<file path="src/rtl/core/rbsi_pkg.sv">
`timescale 1ns / 1ps
// ----------------------------------------------------------------------------
// rbsi_pkg
// Shared types, constants and helpers for the ray/box slab intersect block.
// ----------------------------------------------------------------------------
package rbsi_pkg;

  localparam int CoordWidth = 32;
  localparam int FracBits   = 16;
  localparam int NumAxes    = 3;
  localparam int DiffWidth  = CoordWidth + 1;
  localparam int ProdWidth  = DiffWidth + CoordWidth;
  localparam int ShiftWidth = ProdWidth - FracBits;
  localparam int CfgIdxWidth = 3;

  typedef logic signed [CoordWidth-1:0] coord_t;
  typedef logic signed [DiffWidth-1:0]  diff_t;
  typedef logic signed [ProdWidth-1:0]  prod_t;
  typedef logic [$clog2(NumAxes)-1:0]   axis_t;

  // register indexes of the configuration port
  typedef enum logic [CfgIdxWidth-1:0] {
    RegBoxMinX = 3'd0,
    RegBoxMinY = 3'd1,
    RegBoxMinZ = 3'd2,
    RegBoxMaxX = 3'd3,
    RegBoxMaxY = 3'd4,
    RegBoxMaxZ = 3'd5
  } cfg_reg_e;

  localparam coord_t CoordMax = {1'b0, {(CoordWidth-1){1'b1}}};
  localparam coord_t CoordMin = {1'b1, {(CoordWidth-1){1'b0}}};
  // -1.0 in Q16.16, reported on a miss
  localparam coord_t TMiss = {{(CoordWidth-FracBits){1'b1}}, {FracBits{1'b0}}};

  typedef struct packed {
    coord_t origin_x;
    coord_t origin_y;
    coord_t origin_z;
    coord_t inv_dir_x;
    coord_t inv_dir_y;
    coord_t inv_dir_z;
    coord_t t_start;
    coord_t t_stop;
  } ray_t;

  typedef struct packed {
    logic   hit;
    coord_t t_enter;
    coord_t t_exit;
  } result_t;

  function automatic coord_t axis_origin(ray_t r, axis_t a);
    coord_t v;
    case (a)
      2'd0:    v = r.origin_x;
      2'd1:    v = r.origin_y;
      default: v = r.origin_z;
    endcase
    return v;
  endfunction

  function automatic coord_t axis_inv_dir(ray_t r, axis_t a);
    coord_t v;
    case (a)
      2'd0:    v = r.inv_dir_x;
      2'd1:    v = r.inv_dir_y;
      default: v = r.inv_dir_z;
    endcase
    return v;
  endfunction

  // floor(p / 2^FracBits), clamped to the coordinate range
  function automatic coord_t scale_sat(prod_t p);
    logic [ShiftWidth-1:0]           s;
    logic [ShiftWidth-CoordWidth:0]  top;
    coord_t                          v;
    s   = p[ProdWidth-1:FracBits];
    top = s[ShiftWidth-1:CoordWidth-1];
    if ((&top) || !(|top)) begin
      v = coord_t'(s[CoordWidth-1:0]);
    end else if (s[ShiftWidth-1]) begin
      v = CoordMin;
    end else begin
      v = CoordMax;
    end
    return v;
  endfunction

endpackage

</file>
<file path="src/rtl/core/rbsi_result_stage.sv">
`timescale 1ns / 1ps
// ----------------------------------------------------------------------------
// rbsi_result_stage
// Hit decision on the narrowed interval and the output register.
// ----------------------------------------------------------------------------
module rbsi_result_stage (
  input  logic              clk_i,
  input  logic              rst_ni,
  input  logic              in_valid_i,
  output logic              in_ready_o,
  input  rbsi_pkg::ray_t     in_ray_i,
  output logic              out_valid_o,
  input  logic              out_ready_i,
  output rbsi_pkg::result_t  out_data_o
);
  import rbsi_pkg::*;

  logic    vld_q;
  result_t res_q, res_d;

  assign in_ready_o = !vld_q || out_ready_i;

  always_comb begin
    res_d.hit = in_ray_i.t_stop > in_ray_i.t_start;
    if (res_d.hit) begin
      res_d.t_enter = in_ray_i.t_start;
      res_d.t_exit  = in_ray_i.t_stop;
    end else begin
      res_d.t_enter = TMiss;
      res_d.t_exit  = TMiss;
    end
  end

  always_ff @(posedge clk_i or negedge rst_ni) begin
    if (!rst_ni) begin
      vld_q <= 1'b0;
    end else if (in_ready_o) begin
      vld_q <= in_valid_i;
    end
  end

  always_ff @(posedge clk_i) begin
    if (in_ready_o && in_valid_i) begin
      res_q <= res_d;
    end
  end

  assign out_valid_o = vld_q;
  assign out_data_o  = res_q;

endmodule
</file>
<file path="config.mk">
export PLATFORM = sky130hd
export DESIGN_NAME = rbsi_result_stage
export DESIGN_NICKNAME = d
export VERILOG_FILES = /design/src/rtl/core/rbsi_pkg.sv /design/src/rtl/core/rbsi_result_stage.sv
export SDC_FILE = /design/constraint.sdc
export NUM_CORES = 1
export LEC_CHECK = 0
export ABC_AREA = 1
export BUFFER_PORTS_ARGS = -buffer_cell sky130_fd_sc_hd__buf_4
export CAP_MARGIN = 10
export CORE_AREA = 2 2 129 131
export DETAILED_ROUTE_END_ITERATION = 7
export DIE_AREA = 0 0 131 133
export PLACE_DENSITY_LB_ADDON = 0.3
export SETUP_SLACK_MARGIN = 0.5
export SYNTH_ARGS = -nofsm -noshare
export SYNTH_HDL_FRONTEND = slang
export SYNTH_SLANG_ARGS = --single-unit
</file>
<file path="constraint.sdc">
create_clock -name clk_i -period 12.1 [get_ports clk_i]
set_input_delay 0 -clock clk_i [delete_from_list [all_inputs] [get_ports clk_i]]
set_output_delay 0 -clock clk_i [all_outputs]
set_load 0.02 [all_outputs]
</file>
==> flow_metrics.env <==
export IMPL_peakVddDrop_v=0.0000616
export IMPL_port_buffers=134
export IMPL_p_comb_share_pct=21.6
export IMPL_power_total_mw=0.723
export IMPL_seq_area_frac_synth_pct=56.9
export IMPL_maxUsedRoutingLayer="met4"
export IMPL_n_antenna_cell=0
export IMPL_whs_path_depth=3
export IMPL_ant_nets=0
export IMPL_die_h_um=133
export IMPL_critPathKind="input pin to flip-flop"
export IMPL_max_clock_freq_mhz=322
export IMPL_worstPathRequired_ns=12.17
export IMPL_status="completed"
export IMPL_grt_pass1_vias=3161
export IMPL_gr_usage_all_layers_pct=12.5
export IMPL_synth_nets=618
export IMPL_syn_avg_cell_area_um2=10.7
export IMPL_route_detailed_drc=0
export IMPL_drt_iter0_drc=112
export IMPL_ff2ff_path_depth=2
export IMPL_r2r_end="out_data_o[3]"
export IMPL_pre_cts_ws_ns=9.16
export IMPL_syn_area_mm2=0.00347
export IMPL_drv_slew=0
export IMPL_wl_met1_um=4510
export IMPL_gr_total_overflow=0
export IMPL_path_max_fanout=33
export IMPL_avgRoutedWirePerCell_um=14.1
export IMPL_reg2reg_slack_ns=10.40
export IMPL_dpl_cell_area_mm2=0.00471
export IMPL_netSwitchingPower_mw=0.198
export IMPL_worst_slew_pin_slew_ns=0.903
export IMPL_skew_ns=0.00515
export IMPL_synthFlopType="edfxtp_1"
export IMPL_htreeDepth=3
export IMPL_synth_edf_count=65
export IMPL_synth_cell_types=20
export IMPL_drive_above_1_share_pct=34.3
export IMPL_startpoint_type="input pin"
export IMPL_finalNonFillerCells=750
export IMPL_min_period_ns=3.10
export IMPL_area_growth_syn_to_layout_pct=63.1
export IMPL_rsz0062_at_grt="false"
export IMPL_clockRootBuffer="clkbuf_16"
export IMPL_synth_top_area_share_pct=56.2
export IMPL_slowest_delay_ns=0.77
export IMPL_switching_share_pct=27.4
export IMPL_setup_violations_final=0
export IMPL_slew_headroom_pct=39.8
export IMPL_internal_power_mw=0.525
export IMPL_grt_max_degree=66
export IMPL_hold_class="input pin to flip-flop"
export IMPL_ys_ff_latch=66
export IMPL_num_vias=2966
export IMPL_die_w_um=131
export IMPL_wl_met3_um=1350
export IMPL_rr_startpoint="out_valid_o"
export IMPL_clk_pin_slew_ns=0.06
export IMPL_synth_largest_area_cell="edfxtp_1"
export IMPL_routed_wl_um=10500
export IMPL_path_depth=11
export IMPL_hold_ws_ns=0.0163
export IMPL_cts_tree="yes"
export IMPL_critPathTopFamily="simple AND/OR/NAND/NOR gates"
export IMPL_fillers=1654
export IMPL_layout_setup_ws_ns=9.00
export IMPL_placed_cells=670
export IMPL_cts_sinks=66
export IMPL_gp_congestion=0.768
export IMPL_layout_nets=817
export IMPL_cpMaxStageDelayCell="nand3_4"
export IMPL_hold_viol=0
export IMPL_cts_buffer_depth=2
export IMPL_cp_cell_sequence="dlygate4sd3_1 -> buf_4 -> ha_1 -> a21oi_1 -> nand2_1 -> a21oi_1 -> nand2_1 -> nand2_1 -> nand3_2 -> nand3_4 -> nor2_1"
export IMPL_timing_critical_path_buf_inv=2
export IMPL_cp_end_kind="flip-flop"
export IMPL_p_seq_share_pct=38.9
export IMPL_power_leakage_nw=2.64
export IMPL_core_mm2=0.0162
export IMPL_cts_buffers=9
export IMPL_final_util_pct=35.0
export IMPL_whs_endpoint="out_data_o[43]"
export IMPL_crit_arrival_ns=3.17
export IMPL_grt_pass1_wl_um=16400
export IMPL_place_hpwl_um=7460
export IMPL_cap_violations=0
export IMPL_synth_top_cells_by_area="edfxtp_1, ha_1, inv_1, nand4_1, nor2_2"
export IMPL_synth_common_cells="inv_1, edfxtp_1, nand2_1, nand4_1, ha_1"
export IMPL_insertion_delay_ns=0.33
export IMPL_setup_tns_ns=0
export IMPL_synthArstFlopShare_pct=1.52
export IMPL_post_cts_setup_buffers=0
export IMPL_power_frac_clock_pct=39.5
export IMPL_powerDensity_mw_per_mm2=128
export IMPL_wl_met2_um=4550
export IMPL_cp_common_cell="nand2_1"
export IMPL_ys_warn_count=0
export IMPL_dieArea_mm2=0.0174
export IMPL_viasPerCell=3.95
export IMPL_synth_most_common_cell="inv_1"
export IMPL_post_route_period_util_pct=25.6
export IMPL_hold_path_startpoint="in_ray_i[43]"
export IMPL_fin_area_mm2=0.00567
export IMPL_io_pins=327
export IMPL_antenna_found_initial=0
export IMPL_initial_core_util_pct=21.5
export IMPL_drtPass1Iterations=4
export IMPL_rows=47
export IMPL_netlist_instances=326
## area by class of cell
cell class              instances  area, um^2  area share [%]
inverters                      76         285            5.04
flip-flops and latches         66        1980            34.9
clock inverters                 7        93.8            1.66
well taps                     220         275            4.86
repair buffers                200        1660            29.3
clock buffers                   9         225            3.98
multi-input cells             172        1150            20.3
## kinds of logic (layout without fill, tap and decap cells)
group | after synthesis | count (layout) | synth area share (%)
AOI/OAI and AO/OA | 20 | 20 | 3.21
adders and majority gates | 32 | 32 | 11.5
buffers and inverters | 88 | 292 | 10.4
DFF | 66 | 66 | 56.9
and+or+nand+nor | 120 | 120 | 18.0
## power groups by stage
stage          Clock, mW  Combinational (mW)  Sequential [mW]
6_report           0.286               0.156            0.281
5_1_grt            0.303               0.173            0.283
4_1_cts            0.293               0.158            0.282
3_5_place_dp           0               0.141            0.286
3_3_place_gp           0               0.139            0.285
2_1_floorplan          0              0.0589            0.308
## what timing repair did
action                                 in CTS  in global routing
resized for setup                           0                  0
hold buffers                               64                  0
endpoints found under the hold margin      62                  0
## cell usage in the layout, fill, tap and decap left out, types with 2 or more instances in the layout
cell,count
nand2_1,40
buf_4,136
bufinv_16,2
a21oi_1,13
clkinv_4,2
o21a_1,2
ha_1,32
inv_1,76
edfxtp_1,65
o21ai_0,2
nand4_1,34
dlygate4sd3_1,64
nor2_1,16
nor2_2,26
clkbuf_16,9
## worst max path at each step
| stage | startpoint | endpoint | slack (ns) |
|---|---|---|---|
| after floorplan | out_valid_o | out_data_o[0] | 7.92 |
| after global placement | in_ray_i[43] | out_data_o[6] | 9.25 |
| after detailed placement | in_ray_i[43] | out_data_o[64] | 9.16 |
| after CTS | in_ray_i[11] | out_data_o[36] | 9.01 |
| after global routing | in_ray_i[41] | out_data_o[32] | 8.78 |
| final | in_ray_i[11] | out_data_o[34] | 9.00 |
## state kept, by name, summed over array words and instances, names as in the netlist
register     cells
out_data_o      65
out_valid_o      1
## worst reg2reg max path: stages (launching register included)
cell and delay [ns]:
dfrtp_1 0.42, a21oi_4 0.16, buf_4 0.70
## per-layer routing
layer	vias to the layer above	GRT usage, %
li1	1487	-
met4	0	4.43
met1	1353	15.1
met5	-	0
met2	114	18.5
met3	12	7.20
No activity file was read; power rests on OpenSTA's default activity.
